`config.mk`:
```
export PLATFORM = sky130hd
export DESIGN_NAME = rccb_div
export DESIGN_NICKNAME = d
export VERILOG_FILES = /design/src/design/rccb_pkg.sv /design/src/design/rccb_div.sv
export SDC_FILE = /design/constraint.sdc
export NUM_CORES = 1
export LEC_CHECK = 0
export BUFFER_PORTS_ARGS = -buffer_cell sky130_fd_sc_hd__buf_2
export CAP_MARGIN = 20
export CORE_MARGIN = 2
export CORE_UTILIZATION = 57
export CTS_BUF_LIST = sky130_fd_sc_hd__clkbuf_4 sky130_fd_sc_hd__clkbuf_8
export DETAILED_ROUTE_END_ITERATION = 10
export PLACE_DENSITY = 0.93
export SLEW_MARGIN = 20
export SYNTH_ARGS = -nofsm -noshare
export SYNTH_HDL_FRONTEND = slang
export SYNTH_SLANG_ARGS = --single-unit
export TNS_END_PERCENT = 5
```
`constraint.sdc`:
```
create_clock -name clk -period 5.1 [get_ports clk]
set_clock_uncertainty 0.2 [all_clocks]
set_input_delay 1.02 -clock clk [delete_from_list [all_inputs] [get_ports clk]]
set_output_delay 1.02 -clock clk [all_outputs]
set_load 0.05 [all_outputs]
```
`src/design/rccb_pkg.sv`:
```
`default_nettype none
// ----------------------------------------------------------------------------
// rccb_pkg
// Shared constants and helpers for the random cycle chain builder and walker.
// ----------------------------------------------------------------------------
package rccb_pkg;

    localparam int MAX_NODES = 4096;
    localparam int IDX_W     = $clog2(MAX_NODES);
    localparam int CNT_W     = IDX_W + 1;
    localparam int OFF_W     = 18;
    localparam int LOAD_W    = 32;
    localparam int TOTAL_W   = LOAD_W + 1;
    localparam int GEN_W     = 64;
    localparam int REM_W     = CNT_W;

    localparam logic [GEN_W-1:0] GOLDEN     = 64'h9E37_79B9_7F4A_7C15;
    localparam logic [GEN_W-1:0] MIX1       = 64'hBF58_476D_1CE4_E5B9;
    localparam logic [GEN_W-1:0] MIX2       = 64'h94D0_49BB_1331_11EB;
    localparam logic [GEN_W-1:0] SEED_RESET = 64'h9E37_79B9_7F4A_7C15;

    localparam logic [1:0] CFG_NODE_COUNT = 2'd0;
    localparam logic [1:0] CFG_SEQ_MODE   = 2'd1;
    localparam logic [1:0] CFG_SIZE_SHIFT = 2'd2;
    localparam logic [1:0] CFG_SEED       = 2'd3;

    localparam logic REQ_BUILD = 1'b0;
    localparam logic REQ_WALK  = 1'b1;

    function automatic logic [2:0] clamp_shift(input logic [2:0] sh);
        logic [2:0] r;
        r = sh;
        if (sh < 3'd3)
        begin
            r = 3'd3;
        end
        else if (sh > 3'd6)
        begin
            r = 3'd6;
        end
        return r;
    endfunction

endpackage
`default_nettype wire

```
`src/design/rccb_div.sv`:
```
`default_nettype none
// ----------------------------------------------------------------------------
// rccb_div
// Restoring remainder unit, one dividend bit per cycle.
// ----------------------------------------------------------------------------
module rccb_div
(
    input  wire logic                       clk,
    input  wire logic                       rst_n,
    input  wire logic                       start,
    input  wire logic [rccb_pkg::GEN_W-1:0] dividend,
    input  wire logic [rccb_pkg::REM_W-1:0] divisor,
    output logic                            done,
    output logic [rccb_pkg::REM_W-1:0]      remainder
);
    import rccb_pkg::*;

    localparam int STEP_W = $clog2(GEN_W);

    logic [GEN_W-1:0]  dvd_reg;
    logic [REM_W-1:0]  dvs_reg;
    logic [REM_W-1:0]  rem_reg;
    logic [STEP_W-1:0] cnt_reg;
    logic              busy_reg;
    logic              done_reg;
    logic [REM_W:0]    trial;
    logic [REM_W-1:0]  rem_next;

    assign trial    = {rem_reg, dvd_reg[GEN_W-1]};
    assign rem_next = (trial >= {1'b0, dvs_reg}) ? REM_W'(trial - {1'b0, dvs_reg})
                                                 : trial[REM_W-1:0];

    always_ff @(posedge clk or negedge rst_n)
    begin
        if (!rst_n)
        begin
            busy_reg <= 1'b0;
            done_reg <= 1'b0;
            cnt_reg  <= '0;
        end
        else
        begin
            done_reg <= 1'b0;
            if (start)
            begin
                dvd_reg  <= dividend;
                dvs_reg  <= divisor;
                rem_reg  <= '0;
                cnt_reg  <= '0;
                busy_reg <= 1'b1;
            end
            else if (busy_reg)
            begin
                rem_reg <= rem_next;
                dvd_reg <= dvd_reg << 1;
                cnt_reg <= cnt_reg + 1'b1;
                if (cnt_reg == STEP_W'(GEN_W - 1))
                begin
                    busy_reg <= 1'b0;
                    done_reg <= 1'b1;
                end
            end
        end
    end

    assign done      = done_reg;
    assign remainder = rem_reg;

endmodule
`default_nettype wire
```
==> results_dict.tcl <==
set metrics [dict create \
    status "completed" \
    cp-start-kind "register" \
    worst_pin_slew_ps 1040 \
    ys_warn_count 0 \
    power_switching_uw 585 \
    p_leak_uw 0.00228 \
    synth-edff-count 90 \
    dieArea_um2 9280 \
    drt-pass1-iter-count 4 \
    num_rows 33 \
    grt_pass1_vias 3194 \
    track_usage 0.219 \
    die_y_um 96.3 \
    yosysSeqAreaShare 0.598 \
    antenna_found_initial 0 \
    cts_hold_buffers 0 \
    critPathLaunch "dvd_reg[63]" \
    synthCells 349 \
    grt_first_pass_wirelength_um 15400 \
    rsz0062_at_grt "no" \
    slew_headroom 0.304 \
    synth_nets 444 \
    cp_common_cell "a211oi_1" \
    p_int_uw 1390 \
    max_freq_mhz 332 \
    comb_power_share 0.228 \
    synth_cell_types 48 \
    final_common_cell "buf_2" \
    ir_worst_vdd_mv 0.211 \
    crit_required_ps 4960 \
    finalPower_uw 1980 \
    largest_reg_flops 64 \
    post_cts_resize_count 0 \
    post_cts_buffers 0 \
    drc 0 \
    grt_overflow 0 \
    path_cells "inv_1 > ha_1 > fa_1 > nand2b_1 > a211oi_1 > o211ai_1 > nand3_1 > mux2i_1 > a211oi_1" \
    routed_via_density 5.73 \
    crit_type "register to register" \
    cap_viol_max_count 0 \
    hold_class "register to register" \
    mostFrequentLayoutCells "buf_2, edfxtp_1, mux2_2" \
    ctsRootBufferMaster "clkbuf_8" \
    power_frac_clock 0.267 \
    syn_avg_cell_area_um2 13.9 \
    grt_max_degree 51 \
    pwr-share-seq 0.506 \
    fin_crit_sh 0.590 \
    cts_max_level 3 \
    setup_violations 0 \
    hold_viol_final 0 \
    setup_tns_ps 0 \
    synth_seq_cells 98 \
    yosys_most_used_dff "edfxtp_1" \
    start_util 0.588 \
    clk_path_buf_depth 2 \
    diodes 0 \
    design.core.area_um2 8260 \
    drv_slew 0 \
    power_density_nw_per_um2 352 \
    post-route-min-period_ps 3010 \
    min_from "dvd_reg[58]" \
    r2r_start "dvd_reg[63]" \
    drt_iter0_drc 194 \
    port_buffers 93 \
    clkSlewWorstSetupHoldPaths_ps 100 \
    numCtsBuffers 9 \
    place_congestion 0.890 \
    cp_max_fo 13 \
    cpPeakStageDelay_ps 470 \
    drive_gt1_frac 0.417 \
    syn_area_um2 4860 \
    num_io_pins 94 \
    final_antenna_net_count 0 \
    end_kind "register" \
    wire_per_inst_um 17.4 \
    crit_arrival_ps 2870 \
    cts_tree "built" \
    vias 3148 \
    crit_slowest_cell "nand3_1" \
    hpwl_um 6760 \
    nets 534 \
    netSwitchingFraction 0.296 \
    clock_latency_ps 360 \
    cts.sinks 98 \
    die_x_um 96.3 \
    postSynth.asyncResetShare 0.0816 \
    totalWireLength_um 9580 \
    syn2layout_area_growth_pct 15.5 \
]
## power by group through the flow
stage	clock network [µW]	logic (µW)	registers (µW)
finish	527	450	999
global route	568	491	1010
CTS	536	450	999
detailed placement	0	446	1020
global placement	0	430	1010
floorplan	0	287	1060
## per-stage QoR
| stage | hold WS, ps | cells | area [µm²] | setup WS (ps) | util |
|---|---|---|---|---|---|
| 2_1_floorplan | 304 | 349 | 4860 | 1220 | - |
| 3_3_place_gp | 327 | 533 | 5400 | 1930 | 0.654 |
| 3_5_place_dp | 336 | 533 | 5400 | 1840 | 0.654 |
| 4_1_cts | 351 | 549 | 5610 | 2110 | 0.679 |
| 5_1_grt | 358 | 549 | 5610 | 1900 | 0.679 |
| 6_report | 353 | 549 | 5610 | 2090 | 0.679 |
## routing by layer
metal  vias up  global-route usage  part of all wire  wire length (µm)
met4         0              0.0775             0.011               107
met1      1528               0.274              0.41              3960
li1       1498                   -                 -                 -
met5         -                   0                 0                 0
met3        13              0.0579             0.066               637
met2       109               0.366              0.51              4870
## synth_stat cells, drive strengths merged, types with 5 or more instances
library cell / count / area share
xor2: 7 / 0.013
a211oi: 9 / 0.016
nand4: 6 / 0.0090
buf: 8 / 0.0095
inv: 16 / 0.012
clkbuf: 8 / 0.0062
mux2i: 7 / 0.014
nand2b: 5 / 0.0064
nor2: 24 / 0.019
ha: 14 / 0.036
a21oi: 12 / 0.012
edfxtp: 90 / 0.56
xnor2: 6 / 0.011
dfrtp: 8 / 0.041
o21ai: 5 / 0.0052
nand2: 14 / 0.011
mux2: 65 / 0.15
## worst paths after layout
check	end	slack [ps]	cells past startpoint
worst min register to register	dvd_reg[59]	350	1
worst max register to register	remainder[5]	2090	9
min in group asynchronous	busy_reg	430	1
max in group asynchronous	cnt_reg[0]	3920	1
worst min-delay path	dvd_reg[59]	350	1
worst max-delay path	remainder[5]	2090	9
## cell type report
cell class                 instances  area (µm²)
sequential                        98        2900
fill                             583        2650
multi-input combinational        219        1830
timing repair buffer              95         483
clock buffer                      10         131
tap                              105         131
clock inverter                     6        75.1
inverter                          16        60.1
## cell families after synthesis
kind of cell             share of synthesized area
adder cells (fa/ha/maj)                     0.0402
AND/OR/NAND/NOR                             0.0737
flip-flops                                   0.598
XOR/XNOR                                    0.0234
AO/OA/AOI/OAI                               0.0703
multiplexers                                 0.167
buffers and inverters                       0.0281
## worst max-delay path: cells and delay by family, from the launching register on
family	cells	cell delay, ps
simple gates	2	660
mux	1	270
fa+ha+maj	2	620
compound gates	3	570
flops	1	330
buf+inv	1	50
Power figures use the tool's default switching activity.
