===== src/design/rccb_pkg.sv =====
`default_nettype none
// ----------------------------------------------------------------------------
// rccb_pkg
// Shared constants and helpers for the random cycle chain builder and walker.
// ----------------------------------------------------------------------------
package rccb_pkg;

    localparam int MAX_NODES = 4096;
    localparam int IDX_W     = $clog2(MAX_NODES);
    localparam int CNT_W     = IDX_W + 1;
    localparam int OFF_W     = 18;
    localparam int LOAD_W    = 32;
    localparam int TOTAL_W   = LOAD_W + 1;
    localparam int GEN_W     = 64;
    localparam int REM_W     = CNT_W;

    localparam logic [GEN_W-1:0] GOLDEN     = 64'h9E37_79B9_7F4A_7C15;
    localparam logic [GEN_W-1:0] MIX1       = 64'hBF58_476D_1CE4_E5B9;
    localparam logic [GEN_W-1:0] MIX2       = 64'h94D0_49BB_1331_11EB;
    localparam logic [GEN_W-1:0] SEED_RESET = 64'h9E37_79B9_7F4A_7C15;

    localparam logic [1:0] CFG_NODE_COUNT = 2'd0;
    localparam logic [1:0] CFG_SEQ_MODE   = 2'd1;
    localparam logic [1:0] CFG_SIZE_SHIFT = 2'd2;
    localparam logic [1:0] CFG_SEED       = 2'd3;

    localparam logic REQ_BUILD = 1'b0;
    localparam logic REQ_WALK  = 1'b1;

    function automatic logic [2:0] clamp_shift(input logic [2:0] sh);
        logic [2:0] r;
        r = sh;
        if (sh < 3'd3)
        begin
            r = 3'd3;
        end
        else if (sh > 3'd6)
        begin
            r = 3'd6;
        end
        return r;
    endfunction

endpackage
`default_nettype wire


===== src/design/rccb_mix.sv =====
`default_nettype none
// ----------------------------------------------------------------------------
// rccb_mix
// Generator state and output mixer, one 32x32 partial product per cycle while no seed is written.
// ----------------------------------------------------------------------------
module rccb_mix
(
    input  wire logic                      clk,
    input  wire logic                      rst_n,
    input  wire logic                      seed_we,
    input  wire logic [rccb_pkg::GEN_W-1:0] seed_value,
    input  wire logic                      start,
    output logic                           done,
    output logic [rccb_pkg::GEN_W-1:0]     value
);
    import rccb_pkg::*;

    logic [GEN_W-1:0] gen_reg;
    logic [GEN_W-1:0] x_reg;
    logic [GEN_W-1:0] acc_reg;
    logic [GEN_W-1:0] value_reg;
    logic [1:0]       ph_reg;
    logic             stage_reg;
    logic             busy_reg;
    logic             done_reg;

    logic [GEN_W-1:0] gen_next;
    logic [GEN_W-1:0] coef;
    logic [31:0]      m_a;
    logic [31:0]      m_b;
    logic [63:0]      prod;
    logic [GEN_W-1:0] acc_next;

    assign gen_next = gen_reg + GOLDEN;
    assign coef     = stage_reg ? MIX2 : MIX1;
    assign m_a      = (ph_reg == 2'd1) ? x_reg[63:32] : x_reg[31:0];
    assign m_b      = (ph_reg == 2'd2) ? coef[63:32] : coef[31:0];
    assign prod     = m_a * m_b;
    assign acc_next = acc_reg + {prod[31:0], 32'b0};

    always_ff @(posedge clk or negedge rst_n)
    begin
        if (!rst_n)
        begin
            gen_reg   <= SEED_RESET;
            busy_reg  <= 1'b0;
            done_reg  <= 1'b0;
            ph_reg    <= 2'd0;
            stage_reg <= 1'b0;
        end
        else
        begin
            done_reg <= 1'b0;
            if (seed_we)
            begin
                gen_reg <= seed_value;
            end
            else if (start)
            begin
                gen_reg   <= gen_next;
                x_reg     <= gen_next ^ (gen_next >> 30);
                ph_reg    <= 2'd0;
                stage_reg <= 1'b0;
                busy_reg  <= 1'b1;
            end
            else if (busy_reg)
            begin
                case (ph_reg)
                    2'd0:
                    begin
                        acc_reg <= prod;
                        ph_reg  <= 2'd1;
                    end
                    2'd1:
                    begin
                        acc_reg <= acc_next;
                        ph_reg  <= 2'd2;
                    end
                    default:
                    begin
                        ph_reg <= 2'd0;
                        if (!stage_reg)
                        begin
                            x_reg     <= acc_next ^ (acc_next >> 27);
                            stage_reg <= 1'b1;
                        end
                        else
                        begin
                            value_reg <= acc_next ^ (acc_next >> 31);
                            done_reg  <= 1'b1;
                            busy_reg  <= 1'b0;
                        end
                    end
                endcase
            end
        end
    end

    assign done  = done_reg;
    assign value = value_reg;

endmodule
`default_nettype wire


===== config.mk =====
export PLATFORM = sky130hd
export DESIGN_NAME = rccb_mix
export DESIGN_NICKNAME = d
export VERILOG_FILES = /design/src/design/rccb_pkg.sv /design/src/design/rccb_mix.sv
export SDC_FILE = /design/constraint.sdc
export NUM_CORES = 2
export LEC_CHECK = 0
export ABC_AREA = 1
export ABC_CLOCK_PERIOD_IN_PS = 20500
export BUFFER_PORTS_ARGS = -buffer_cell sky130_fd_sc_hd__buf_2
export CAP_MARGIN = 20
export CORE_UTILIZATION = 65
export CTS_CLUSTER_SIZE = 40
export DETAILED_ROUTE_END_ITERATION = 7
export PLACE_DENSITY = 0.83
export SLEW_MARGIN = 25
export SYNTH_ARGS = -nofsm -noshare
export SYNTH_HDL_FRONTEND = slang
export SYNTH_SLANG_ARGS = --single-unit

===== constraint.sdc =====
create_clock -name clk -period 20.5 [get_ports clk]
set_input_delay 3.075 -clock clk [delete_from_list [all_inputs] [get_ports clk]]
set_output_delay 3.075 -clock clk [all_outputs]
set_load 0.05 [all_outputs]

==> out/qor.yml <==
endpoint_kind: "register"
synthFlopType: "edfxtp_1"
die_area_um2: 72500
yosys_register_bits: 261
fin_crit_sh_pct: 60.6
synth_most_common_cell: "inv_1"
cts_buffers: 24
rsz0062_at_grt: "false"
period_minus_slack_ns: 12.43
setup_viol: 0
fin_skew_ns: 0.0265
slowest_stage: "nor2_4"
max_freq_ghz: 0.0805
syn-cell-area_um2: 46400
clkTransAtPathRegs_ns: 0.07
cts.sinks: 261
avgRoutedWirePerCell_um: 28.0
criticalPathCategory: "reg -> reg"
outcome: "finished clean"
synth_warnings: 0
num-fill-cells: 5520
gr-total-overflow: 0
synthToLayoutAreaGrowth_pct: 5.59
fin_nets: 6821
ctsResizeCount: 0
htreeDepth: 1
drtAntennaViolNets: 0
setup.worst_path.start_class: "register"
dr.pass1.iters: 7
setup_tns_ns: 0
dp_hpwl_um: 152000
yosys-top-cells-count: "inv_1, nand2_1, fa_1, nor2_1, ha_1"
core_region_area_um2: 70300
maxSlewHeadroom_pct: 24.1
fp.dieH_um: 269
cts_hold_buf: 0
grt_usage_pct: 51.3
cpMostUsedCell: "inv_1"
ys_seq_area_share_pct: 16.3
drc: 0
gp_congestion: 1.10
yosysUniqueCellTypes: 59
synthCells: 5484
clk_latency_ns: 0.58
crit_fanout: 35
grt_max_degree: 71
finalHoldViolations: 0
drt-total-wl_um: 183000
synth_fp_nets: 6738
tightest_slew_ns: 1.14
hp-class: "reg -> reg"
critPathMaxStageDelay_ns: 0.90
numPortBuffers: 132
initial_core_util_pct: 66.0
async_flop_share_pct: 26.4
row_count: 97
grt_pass1_vias: 42282
io_pins: 133
drive_gt1_share_pct: 6.68
cts_root_buffer: "clkbuf_16"
synth_area_leader_cell: "fa_1"
syn_avg_cell_area_um2: 8.46
grt_pass1_wl_um: 268000
antenna_found_initial: 14
post_drt_via_cell_ratio: 6.22
synth_area_leaders: "fa_1, edfxtp_1, inv_1, ha_1, nand2_1"
required_ns: 20.78
die_width_um: 269
vias: 40587
synth_edf_count: 192
yosysTopAreaCellShare_pct: 35.3
postCtsSetupBuffers: 0
diodes: 0
crit_arrival_ns: 12.71
clock_path_buffers: 3
cap_violations: 0
dr.first_iter.drc_count: 5401
cts_tree: "done"
slew_viol_final: 0
==> through the flow <==
step	hold WS (ns)	util, %	setup slack, ns	std cells	area (um2)
2_1_floorplan	0.491	-	10.31	5484	46400
3_3_place_gp	0.507	68.5	8.84	6481	48200
3_5_place_dp	0.529	68.5	8.83	6481	48200
4_1_cts	0.539	69.7	8.77	6525	49000
5_1_grt	0.558	69.7	7.86	6525	49000
6_report	0.540	69.7	8.07	6525	49000
==> per-layer routing <==
layer / routed length [um] / global-route usage (%)
met5: 261 / 1.05
met4: 18100 / 38.3
met3: 27500 / 20.6
met2: 77800 / 76.3
met1: 59100 / 59.7
==> final timing paths <==
path	startpoint	to	slack [ns]	cells after the start
worst max-delay path	ph_reg[1]	x_reg[23]	8.07	42
worst min-delay path	gen_reg[10]	gen_reg[10]	0.54	2
worst max register to register	ph_reg[1]	x_reg[23]	8.07	42
worst min register to register	gen_reg[10]	gen_reg[10]	0.54	2
max in group asynchronous	rst_n	gen_reg[45]	16.97	3
min in group asynchronous	rst_n	gen_reg[54]	2.57	2
==> cell families (layout without fill, tap and decap cells) <==
| logic type | after synthesis | after routing | synth area share (%) |
|---|---|---|---|
| xor gates and xnor gates | 146 | 146 | 2.97 |
| and+or+nand+nor | 1883 | 1883 | 16.7 |
| DFF | 261 | 261 | 16.3 |
| other | 1 | 1 | 0.00808 |
| adders and majority gates | 1186 | 1186 | 45.2 |
| AOI/OAI and AO/OA | 558 | 558 | 7.04 |
| buffers and inverters | 1449 | 1550 | 11.9 |
==> critical path, delay by kind of cell, from the launching register on <==
| kind | cells | cell delay, ns |
|---|---|---|
| flops | 1 | 0.45 |
| xor+xnor | 2 | 0.88 |
| simple gates | 12 | 3.41 |
| buf+inv | 14 | 2.16 |
| compound gates | 4 | 0.83 |
| fa+ha+maj | 10 | 4.24 |
==> final cells by class <==
| class | count | area, um2 | area share [%] |
|---|---|---|---|
| Timing Repair Buffer | 187 | 1070 | 2.19 |
| Inverter | 1319 | 4950 | 10.1 |
| Tap cell | 940 | 1180 | 2.40 |
| Clock inverter | 18 | 215 | 0.439 |
| Sequential cell | 261 | 7540 | 15.4 |
| Clock buffer | 26 | 618 | 1.26 |
| Multi-Input combinational cell | 3774 | 33400 | 68.2 |
==> layout by cell type, fill, tap and decap left out, drive strengths merged, types with 29 or more instances in the layout <==
cell type,Yosys,final
nand2,864,864
a21oi,167,167
dfrtp,31,31
nand3,213,213
o21ai,238,238
nand4,29,29
nor2,689,689
edfxtp,192,192
a22oi,29,29
dfstp,38,38
fa,818,818
nor3,44,44
xor2,119,119
buf,57,187
o221ai,29,29
ha,368,368
inv,1318,1320
Power is not shown: default switching activity piles up to over one toggle a cycle in this logic, so the estimate is an artifact.
